**config.mk**
```make
export PLATFORM = sky130hd
export DESIGN_NAME = spanning_tree_bpdu_engine
export DESIGN_NICKNAME = d
export VERILOG_FILES = /design/src/stbe_pkg.sv /design/src/spanning_tree_bpdu_engine.sv /design/src/stbe_vec_cmp.sv
export SDC_FILE = /design/constraint.sdc
export NUM_CORES = 2
export LEC_CHECK = 0
export BUFFER_PORTS_ARGS = -buffer_cell sky130_fd_sc_hd__buf_2
export CAP_MARGIN = 25
export CELL_PAD_IN_SITES_DETAIL_PLACEMENT = 0
export CELL_PAD_IN_SITES_GLOBAL_PLACEMENT = 1
export CORE_UTILIZATION = 30
export DETAILED_ROUTE_END_ITERATION = 12
export PLACE_DENSITY_LB_ADDON = 0.1
export SKIP_CTS_REPAIR_TIMING = 1
export SLEW_MARGIN = 10
export SYNTH_ARGS = -nofsm -noshare
export SYNTH_HDL_FRONTEND = slang
export SYNTH_HIERARCHICAL = 1
export SYNTH_SLANG_ARGS = --single-unit
```
**constraint.sdc**
```tcl
create_clock -name clk -period 46.4 [get_ports clk]
set_input_delay 9.28 -clock clk [delete_from_list [all_inputs] [get_ports clk]]
set_output_delay 9.28 -clock clk [all_outputs]
set_load 0.02 [all_outputs]
```
**src/stbe_pkg.sv**
```systemverilog
// Package: payload, priority vector and register index types for the BPDU engine.
package stbe_pkg;

  typedef struct packed {
    logic        req_type;
    logic [3:0]  rx_port;
    logic [63:0] bpdu_root;
    logic [31:0] bpdu_cost;
    logic [63:0] bpdu_sender;
    logic [15:0] bpdu_port;
  } in_t;

  typedef struct packed {
    logic [3:0]  tx_port;
    logic [63:0] tx_root;
    logic [31:0] tx_cost;
    logic [63:0] tx_sender;
    logic [15:0] tx_port_id;
    logic        last;
  } out_t;

  typedef struct packed {
    logic [63:0] root;
    logic [31:0] cost;
    logic [63:0] sw;
    logic [15:0] dport;
  } vec_t;

  localparam int CFG_IDX_W = 3;

  typedef enum logic [CFG_IDX_W-1:0] {
    REG_BRIDGE_ID     = 3'd0,
    REG_ACTIVE_PORTS  = 3'd1,
    REG_PORT_PRIORITY = 3'd2,
    REG_LINK_COST     = 3'd3
  } reg_idx_t;

  localparam logic REQ_HELLO = 1'b1;

endpackage

```
**src/spanning_tree_bpdu_engine.sv**
```systemverilog
// Top level: 802.1D config BPDU engine with a sequenced root port selection.
// One port vector is read per cycle through a single comparator. A better BPDU runs
// root selection, then designation, the designated scan and emission; a worse BPDU
// returns to idle, or draws a reply when it arrives on a designated port; a hello
// runs the designated scan and emission while the switch is root and hellos are
// enabled; output stalls can hold emission. After reset and after every write to a
// defined register an init sweep over min(MAX_PORTS,16) port entries runs with
// in_stall high. Beats leave through an output register in port order.
module spanning_tree_bpdu_engine #(
  parameter int MAX_PORTS = 16
) (
  input  logic                               clk,
  input  logic                               rst,
  input  logic                               cfg_valid,
  output logic                               cfg_ready,
  input  logic [stbe_pkg::CFG_IDX_W-1:0]     cfg_index,
  input  logic [63:0]                        cfg_data,
  input  logic                               in_valid,
  output logic                               in_stall,
  input  stbe_pkg::in_t                      in_data,
  output logic                               out_valid,
  input  logic                               out_stall,
  output stbe_pkg::out_t                     out_data
);
  import stbe_pkg::*;

  localparam int NP = (MAX_PORTS < 16) ? MAX_PORTS : 16;
  localparam int IW = (NP > 1) ? $clog2(NP) : 1;
  localparam int CW = $clog2(NP + 1);

  typedef enum logic [3:0] {
    S_INIT, S_IDLE, S_RXCMP, S_SELI, S_SELJ, S_ROOT, S_DES, S_MASK, S_EMIT
  } state_t;

  state_t st;

  logic [63:0] bridge_id;
  logic [4:0]  active_ports;
  logic [7:0]  port_priority;
  logic [15:0] link_cost;

  logic [63:0] switch_root;
  logic [31:0] switch_cost;
  logic        root_port_valid;
  logic [3:0]  root_port_index;
  logic        hello_active;

  vec_t port_vec [NP];

  in_t           inq;
  vec_t          cand;
  logic          found;
  logic [CW-1:0] idx;
  logic [CW-1:0] jdx;
  logic [NP-1:0] mask;
  logic [IW-1:0] e;

  logic [CW-1:0] n;
  logic [IW-1:0] rd_addr;
  vec_t          rv;
  logic [CW-1:0] rd_pos;
  logic          rd_des;
  logic          guard;
  vec_t          cmp_a, cmp_b;
  logic          cmp_lt;
  logic          wr_en;
  logic [IW-1:0] wr_addr;
  vec_t          wr_vec;
  logic [32:0]   cost_sum;
  logic [NP-1:0] mask_rest;
  logic          cfg_hit;
  logic          emit_fire;

  function automatic logic [15:0] own_id(input logic [7:0] prio, input logic [CW-1:0] i);
    logic [7:0] lb;
    lb = 8'(i) + 8'd1;
    return {prio, lb};
  endfunction

  always_comb begin
    if (active_ports == 5'd0) begin
      n = CW'(1);
    end else if (int'(active_ports) > NP) begin
      n = CW'(NP);
    end else begin
      n = CW'(active_ports);
    end
  end

  always_comb begin
    case (st)
      S_RXCMP: rd_pos = CW'(inq.rx_port);
      S_SELJ:  rd_pos = jdx;
      default: rd_pos = idx;
    endcase
    rd_addr = rd_pos[IW-1:0];
  end

  assign rv     = port_vec[rd_addr];
  assign rd_des = (rv.sw == bridge_id) && (rv.dport == own_id(port_priority, rd_pos));
  assign guard  = (switch_root == bridge_id) || root_port_valid;

  always_comb begin
    case (st)
      S_RXCMP: cmp_a = vec_t'{inq.bpdu_root, inq.bpdu_cost, inq.bpdu_sender, inq.bpdu_port};
      S_SELJ:  cmp_a = cand;
      default: cmp_a = vec_t'{switch_root, switch_cost, rv.sw, rv.dport};
    endcase
    cmp_b = rv;
  end

  stbe_vec_cmp u_cmp (
    .a  (cmp_a),
    .b  (cmp_b),
    .lt (cmp_lt)
  );

  assign cost_sum  = {1'b0, cand.cost} + 33'(link_cost);
  assign mask_rest = mask & ~(NP'(1) << e);
  assign cfg_hit   = cfg_valid && (cfg_index <= REG_LINK_COST);
  assign emit_fire = !cfg_hit && (st == S_EMIT) && (mask != '0) && mask[e] &&
                     (!out_valid || !out_stall);

  always_comb begin
    wr_en   = 1'b0;
    wr_addr = rd_addr;
    wr_vec  = vec_t'{bridge_id, 32'd0, bridge_id, own_id(port_priority, idx)};
    case (st)
      S_INIT: begin
        wr_en = 1'b1;
      end
      S_RXCMP: begin
        wr_en  = cmp_lt;
        wr_vec = vec_t'{inq.bpdu_root, inq.bpdu_cost, inq.bpdu_sender, inq.bpdu_port};
      end
      S_DES: begin
        wr_en  = (idx != n) && (rd_des || cmp_lt);
        wr_vec = vec_t'{switch_root, switch_cost, bridge_id, own_id(port_priority, idx)};
      end
      default: wr_en = 1'b0;
    endcase
  end

  always_ff @(posedge clk) begin
    if (wr_en) begin
      port_vec[wr_addr] <= wr_vec;
    end
  end

  assign cfg_ready = 1'b1;
  assign in_stall  = (st != S_IDLE);

  always_ff @(posedge clk) begin
    if (rst) begin
      st              <= S_INIT;
      bridge_id       <= '0;
      active_ports    <= 5'd16;
      port_priority   <= 8'd128;
      link_cost       <= 16'd1;
      switch_root     <= '0;
      switch_cost     <= '0;
      root_port_valid <= 1'b0;
      root_port_index <= '0;
      hello_active    <= 1'b1;
      idx             <= '0;
      jdx             <= '0;
      mask            <= '0;
      e               <= '0;
      found           <= 1'b0;
      out_valid       <= 1'b0;
    end else begin
      if (emit_fire) begin
        out_valid <= 1'b1;
      end else if (!out_stall) begin
        out_valid <= 1'b0;
      end
      if (cfg_hit) begin
        case (cfg_index)
          REG_BRIDGE_ID:     bridge_id     <= cfg_data;
          REG_ACTIVE_PORTS:  active_ports  <= cfg_data[4:0];
          REG_PORT_PRIORITY: port_priority <= cfg_data[7:0];
          REG_LINK_COST:     link_cost     <= cfg_data[15:0];
          default:           bridge_id     <= bridge_id;
        endcase
        if (cfg_index == REG_BRIDGE_ID) begin
          switch_root <= cfg_data;
        end else begin
          switch_root <= bridge_id;
        end
        switch_cost     <= '0;
        root_port_valid <= 1'b0;
        root_port_index <= '0;
        hello_active    <= 1'b1;
        idx             <= '0;
        st              <= S_INIT;
      end else begin
        case (st)
          S_INIT: begin
            idx <= idx + CW'(1);
            if (idx == CW'(NP - 1)) begin
              st <= S_IDLE;
            end
          end
          S_IDLE: begin
            if (in_valid) begin
              inq <= in_data;
              if (in_data.req_type == REQ_HELLO) begin
                if (hello_active && (switch_root == bridge_id)) begin
                  idx  <= '0;
                  mask <= '0;
                  st   <= S_MASK;
                end
              end else if (int'(in_data.rx_port) < int'(n)) begin
                st <= S_RXCMP;
              end
            end
          end
          S_RXCMP: begin
            if (cmp_lt) begin
              idx <= '0;
              st  <= S_SELI;
            end else if (rd_des && guard) begin
              mask <= NP'(1) << rd_addr;
              e    <= '0;
              st   <= S_EMIT;
            end else begin
              st <= S_IDLE;
            end
          end
          S_SELI: begin
            if (idx == n) begin
              found <= 1'b0;
              st    <= S_ROOT;
            end else if (rd_des) begin
              idx <= idx + CW'(1);
            end else begin
              cand <= rv;
              jdx  <= '0;
              st   <= S_SELJ;
            end
          end
          S_SELJ: begin
            if (jdx == n) begin
              found           <= 1'b1;
              root_port_index <= 4'(idx);
              st              <= S_ROOT;
            end else if ((jdx != idx) && !rd_des && !cmp_lt) begin
              idx <= idx + CW'(1);
              st  <= S_SELI;
            end else begin
              jdx <= jdx + CW'(1);
            end
          end
          S_ROOT: begin
            root_port_valid <= found;
            if (found) begin
              switch_root <= cand.root;
              switch_cost <= cost_sum[32] ? 32'hFFFF_FFFF : cost_sum[31:0];
              if ((switch_root == bridge_id) && (cand.root != bridge_id)) begin
                hello_active <= 1'b0;
              end
              if ((switch_root != bridge_id) && (cand.root == bridge_id)) begin
                hello_active <= 1'b1;
              end
            end else begin
              root_port_index <= '0;
              switch_root     <= bridge_id;
              switch_cost     <= '0;
              if (switch_root != bridge_id) begin
                hello_active <= 1'b1;
              end
            end
            idx <= '0;
            st  <= S_DES;
          end
          S_DES: begin
            if (idx == n) begin
              idx  <= '0;
              mask <= '0;
              st   <= S_MASK;
            end else begin
              idx <= idx + CW'(1);
            end
          end
          S_MASK: begin
            if (idx == n) begin
              e  <= '0;
              st <= S_EMIT;
            end else begin
              mask[rd_addr] <= rd_des && guard;
              idx           <= idx + CW'(1);
            end
          end
          S_EMIT: begin
            if (mask == '0) begin
              st <= S_IDLE;
            end else if (mask[e]) begin
              if (emit_fire) begin
                out_data.tx_port    <= 4'(e);
                out_data.tx_root    <= switch_root;
                out_data.tx_cost    <= switch_cost;
                out_data.tx_sender  <= bridge_id;
                out_data.tx_port_id <= own_id(port_priority, CW'(e));
                out_data.last       <= (mask_rest == '0);
                mask                <= mask_rest;
                e                   <= e + IW'(1);
              end
            end else begin
              e <= e + IW'(1);
            end
          end
          default: st <= S_IDLE;
        endcase
      end
    end
  end

  a_cfg_init: assert property (@(posedge clk) disable iff (rst)
    (cfg_valid && (cfg_index <= REG_LINK_COST)) |=> (st == S_INIT))
    else $error("register write did not start init sweep");

  a_out_hold: assert property (@(posedge clk) disable iff (rst)
    (out_valid && out_stall) |=> (out_valid && $stable(out_data)))
    else $error("stalled output beat changed");

  a_hello_quiet: assert property (@(posedge clk) disable iff (rst)
    (st == S_IDLE && in_valid && in_data.req_type == REQ_HELLO && !cfg_valid &&
     switch_root != bridge_id) |=> (st == S_IDLE))
    else $error("hello acted while not root");

endmodule

```
**src/stbe_vec_cmp.sv**
```systemverilog
// Shared lexicographic priority vector comparator (root, cost, switch, port).
module stbe_vec_cmp (
  input  stbe_pkg::vec_t a,
  input  stbe_pkg::vec_t b,
  output logic           lt
);
  import stbe_pkg::*;

  always_comb begin
    if (a.root != b.root) begin
      lt = a.root < b.root;
    end else if (a.cost != b.cost) begin
      lt = a.cost < b.cost;
    end else if (a.sw != b.sw) begin
      lt = a.sw < b.sw;
    end else begin
      lt = a.dport < b.dport;
    end
  end

endmodule

```
## After elaboration in Yosys (flattened, before gate mapping)

Memories as Yosys holds them, arrays and structs flattened.
Index checks and enable logic that the tools add are counted.

- Memories kept: 1
- Register bits: 764
- RAM bits: 2816
- Output and inout bits: 184

- Bitwise operators: 7
- $lt $le $gt $ge: 10
- Equality and inequality tests: 55
- Shift operators: 2
- Multiplexer cells: 80
- Reductions and logical operators: 48
- $add $sub $neg: 7

Memories:

| name | depth | bits a word | read ports | clocked after Yosys merged registers in | write ports | RTL line | RTL |
|---|---|---|---|---|---|---|---|
| port_vec | 16 | 176 | 1 | 0 | 1 | spanning_tree_bpdu_engine.sv:48 | `vec_t port_vec [NP];` |

Operators by type and width:

| cell | count |
|---|---|
| 176-bit case mux with 2 select lines | 2 |
| 64-bit two-way mux | 4 |
| 64-bit != test | 4 |
| 64-bit == test | 3 |
| 16-bit two-way mux | 10 |
| 64-bit less-than comparator | 2 |
| 4-bit two-way mux | 20 |
| 5-bit two-way mux | 16 |
| 16-bit case mux with 5 select lines | 1 |
| 32-bit two-way mux | 2 |
| 2-bit != test, second input constant | 20 |
| 5-bit case mux with 8 select lines | 1 |
| 4-bit case mux with 9 select lines | 1 |
| 32-bit by 16-bit adder with 33-bit output | 1 |
| 16-bit logical NOT | 2 |
| 32-bit less-than comparator | 1 |
| 32-bit != test | 1 |
| 1-bit by 4-bit << shifter with 16-bit output, first input constant | 2 |
| 5-bit case mux with 2 select lines | 2 |
| 16-bit AND | 1 |
| 16-bit bitwise mux | 1 |
| 16-bit == test | 1 |
| 4-bit by 3-bit == test with 1-bit output, second input constant | 4 |
| 16-bit less-than comparator | 1 |
| 50 further kinds | 106 |

## Longest topological paths before layout

An unclocked memory read counts as a cell.

- Depth in word-level cells: 13
- Depth in mapped cells: 34
- Gate-level depth less buffers: 27

## Cells and area by module

Netlist, hierarchy kept.

By module, submodules not included:

| module | area an instance (um2) | cells an instance | instances | sequential area each (um2) |
|---|---|---|---|---|
| spanning_tree_bpdu_engine | 148133.3 | 9740 | 1 | 105140.8 |
| stbe_vec_cmp | 4493.1 | 612 | 1 | 0.0 |

## Worst setup path after synthesis

OpenSTA, ideal clock, no wires.

- Path type: input-to-reg
- Start: input cfg_valid
- End: register cand[0] (netlist name), enable pin
- Setup time: 0.927 ns
- Required time: 45.473 ns
- Slack: 23.699 ns
- Cell stages on the path: 5
- Buffers on the path: 1
- Data arrival time: 21.773 ns
- Cell sequence: nor2b_1 > clkbuf_1 > nor2_1 > nand2_1 > nor3_1

- Longest elaborated chain between the ends: 3

Ends and longest elaborated chain:

| what | RTL line | RTL |
|---|---|---|
| start, declared | spanning_tree_bpdu_engine.sv:14 | `input logic cfg_valid,` |
| 1-bit logical AND | spanning_tree_bpdu_engine.sv:120 | `assign cfg_hit = cfg_valid && (cfg_index <= REG_LINK_COST);` |
| 1-bit NOT (no line) | - |  |
| 5-bit AND reduction (no line) | - |  |
| end signal, assigned | spanning_tree_bpdu_engine.sv:237 | `cand <= rv;` |
| end, declared | spanning_tree_bpdu_engine.sv:51 | `vec_t cand;` |

Every way passes these cells.
A chain may end at the register's enable or synchronous reset.

==> results_dict.tcl <==
set metrics [dict create \
    endpoint_kind "flop" \
    p_int_uw 5624 \
    finalNetCount 11245 \
    layout_setup_ws_ns 32.54 \
    finalHoldViolCount 0 \
    dpl-instance-area_um2 163300 \
    clkPwrFrac 0.438 \
    drt_iter0_drc 10767 \
    via_count 99251 \
    place_ws_ns 32.42 \
    ys.flop_type "edfxtp_1" \
    hold_ws_ns 0.4338 \
    synthMuxAreaShare 0.07549 \
    met2_usage 0.3996 \
    leakagePower_uw 0.06130 \
    p_comb_frac 0.083 \
    synth_xor_area_frac 0.01240 \
    fillers 48545 \
    die-area_um2 511600 \
    slew_viol_final 0 \
    cts_buffer_depth 4 \
    first_pass_iters 6 \
    seq_area_frac_synth 0.6889 \
    fp-row-count 261 \
    grt_pass1_wl_mm 871.4 \
    synthCells 10352 \
    design_area_um2 176900 \
    setup_viol 0 \
    r2r_end "port_vec[8][166]" \
    gr-usage-met3 0.03052 \
    seqPwrFrac 0.479 \
    drtAntennaViolNets 0 \
    yosys_warnings 6 \
    crit_top_cell "buf_4" \
    start_util 0.3017 \
    crit_fanout 102 \
    die_h_um 715.3 \
    ioPinCount 437 \
    h-tree-depth 5 \
    status "finished, final reports clean" \
    hold_depth 0 \
    fin_skew_ns 0.09518 \
    rsz0062_at_grt "false" \
    synth-seq-cells 3577 \
    netSwitchingPower_uw 1837 \
    synth_edf_count 3350 \
    io_buffers 432 \
    hpwlAfterDp_mm 412.4 \
    gp_congestion 0.8727 \
    worst_pin_slew_ns 1.131 \
    finalSetupTns_ns 0 \
    syn_to_final_growth_pct 15.89 \
    grt_start_max_net_pins 134 \
    clk_latency_ns 1.05 \
    syn_area_per_cell_um2 14.74 \
    drt-total-wl_mm 646.7 \
    async_flop_share 0 \
    ir_drop_mv 0.03216 \
    reg2reg_slack_ns 32.54 \
    die_w_um 715.3 \
    power_density_nw_per_um2 42.18 \
    min_to "out_data[48]" \
    cp_slowest_cell "and3_4" \
    critPathArrivalTime_ns 14.48 \
    maxSlewHeadroom 0.2389 \
    cpPeakStageDelay_ns 1.01 \
    top_usage_layer "met2" \
    r2r_start "st[0]" \
    gr-usage-all-layers 0.2457 \
    root_buffer "clkbuf_16" \
    avgViaCountPerCell 5.556 \
    antenna_found_initial 60 \
    min_period_ns 13.86 \
    cts_num_sinks 3577 \
    synthAdderAreaFrac 0.01726 \
    synth_cell_types 101 \
    cap_violations 0 \
    grt_pass1_vias 98101 \
    gr-usage-met1 0.3401 \
    cp.required_ns 47.01 \
    synthSimpleGateAreaFrac 0.07012 \
    remaining_drc_errors 0 \
    core-area_um2 505800 \
    cts_buffers 410 \
    layout-drive-gt1-share 0.1736 \
    path_class "reg -> reg" \
    cts_tree "built" \
    switching_share 0.2462 \
    reg2reg_depth 30 \
    clkTransAtPathRegs_ns 0.06 \
    finalCritPeriodShare 0.2987 \
    synth_top_family_by_area "compound AO/OA/AOI/OAI gates" \
    max_freq_mhz 72.15 \
    routedWlPerCell_um 36.20 \
    start_kind "flop" \
    syn_area_um2 152600 \
    worstHoldStart "bridge_id[31]" \
    grt-ovfl-total 0 \
    synth_compound_area_frac 0.1066 \
    min_path_type "reg -> reg" \
]
## cell type report
cell class,count,area [um2],area share
Antenna cell,33,82.58,0.0004669
Clock buffer,537,11040,0.06239
Clock inverter,218,2255,0.01275
Inverter,248,959.7,0.005426
Multi-Input combinational cell,5701,43330,0.2450
Sequential cell,3577,105200,0.5945
Tap cell,6706,8391,0.04744
Timing Repair Buffer,844,5669,0.03205
## sequential cells by signal (all words and copies together), names as in the netlist, 8 cells and up
register / count
cand: 176
mask: 16
switch_root: 64
switch_cost: 32
port_priority: 8
link_cost: 16
port_vec: 2816
inq: 180
bridge_id: 64
out_data: 178
## logic make-up after synthesis
logic type | after synthesis
muxes | 654
and+or+nand+nor | 2125
DFF | 3577
buffers and inverters | 1076
xor gates and xnor gates | 216
AOI/OAI and AO/OA | 2492
other | 2
adders and majority gates | 210
## worst max-delay path, delay by kind of cell (launching register included)
| family | cells | cell delay, ns |
|---|---|---|
| buf+inv | 11 | 5.57 |
| compound gates | 10 | 3.06 |
| simple gates | 8 | 2.82 |
| flops | 1 | 0.83 |
| fa+ha+maj | 1 | 0.25 |
## cells in the final DEF, fill, tap and decap left out, types with 30 or more instances in the layout
cell type	count
a211oi_1	535
a21o_1	39
a21oi_1	539
a221oi_1	36
a22o_1	65
a22oi_1	239
a32oi_1	33
and3_1	426
and4_1	33
buf_2	433
buf_4	371
bufinv_16	35
clkbuf_1	105
clkbuf_16	417
clkinv_1	68
clkinv_2	68
dfxtp_1	224
diode_2	33
edfxtp_1	3350
ha_1	209
inv_1	245
mux2i_1	250
mux4_2	397
nand2_1	802
nand3_1	88
nand4_1	90
nor2_1	293
nor4_1	30
o2111a_1	31
o21ai_0	525
o21ai_1	46
o22ai_1	187
or3_1	181
xnor2_1	196
## synth_stat cells, types with 142 or more instances
library cell | instances | area share
xnor2_1 | 196 | 0.011
dfxtp_1 | 227 | 0.030
ha_1 | 209 | 0.017
mux4_2 | 397 | 0.059
a21oi_1 | 544 | 0.018
edfxtp_1 | 3350 | 0.66
nand2_1 | 804 | 0.020
a211oi_1 | 535 | 0.026
a22oi_1 | 239 | 0.012
buf_2 | 142 | 0.0047
clkbuf_1 | 565 | 0.014
o21ai_0 | 536 | 0.018
inv_1 | 245 | 0.0060
mux2i_1 | 250 | 0.016
or3_1 | 181 | 0.0074
nor2_1 | 303 | 0.0075
and3_1 | 441 | 0.018
o22ai_1 | 187 | 0.0077
## power by group through the flow
stage | Clock (uW) | Combinational [uW] | Sequential, uW
finish | 3270 | 621 | 3570
floorplan | 0 | 364 | 3640
CTS | 3330 | 624 | 3570
detailed placement | 0 | 620 | 3640
global placement | 0 | 621 | 3640
global route | 3440 | 661 | 3580
## stage by stage
step | util | instances | power, uW
global route | 0.3496 | 17848 | 7672
floorplan | - | 10354 | 3999
global placement | 0.3220 | 17009 | 4262
CTS | 0.3490 | 17801 | 7526
detailed placement | 0.3227 | 17046 | 4262
finish | 0.3497 | 17864 | 7461
## how the worst max path moves through the flow
stage | start | to | slack (ns) | cells past startpoint
global route | st[0] | port_vec[8][166] | 32.23 | 30
detailed placement | st[0] | port_vec[8][148] | 32.42 | 30
finish | st[0] | port_vec[8][166] | 32.54 | 30
global placement | st[0] | port_vec[8][157] | 32.33 | 30
CTS | st[0] | port_vec[8][166] | 32.38 | 30
floorplan | cfg_valid | cand[0] | 23.70 | 5
## layer usage
metal | wire (um) | vias to the layer above | part of all wire
li1 | - | 41651 | -
met1 | 282800 | 53125 | 0.44
met2 | 304200 | 3682 | 0.47
met3 | 35770 | 787 | 0.055
met4 | 23800 | 6 | 0.037
met5 | 34 | - | 0.000053
(Power assumes the default switching activity.)
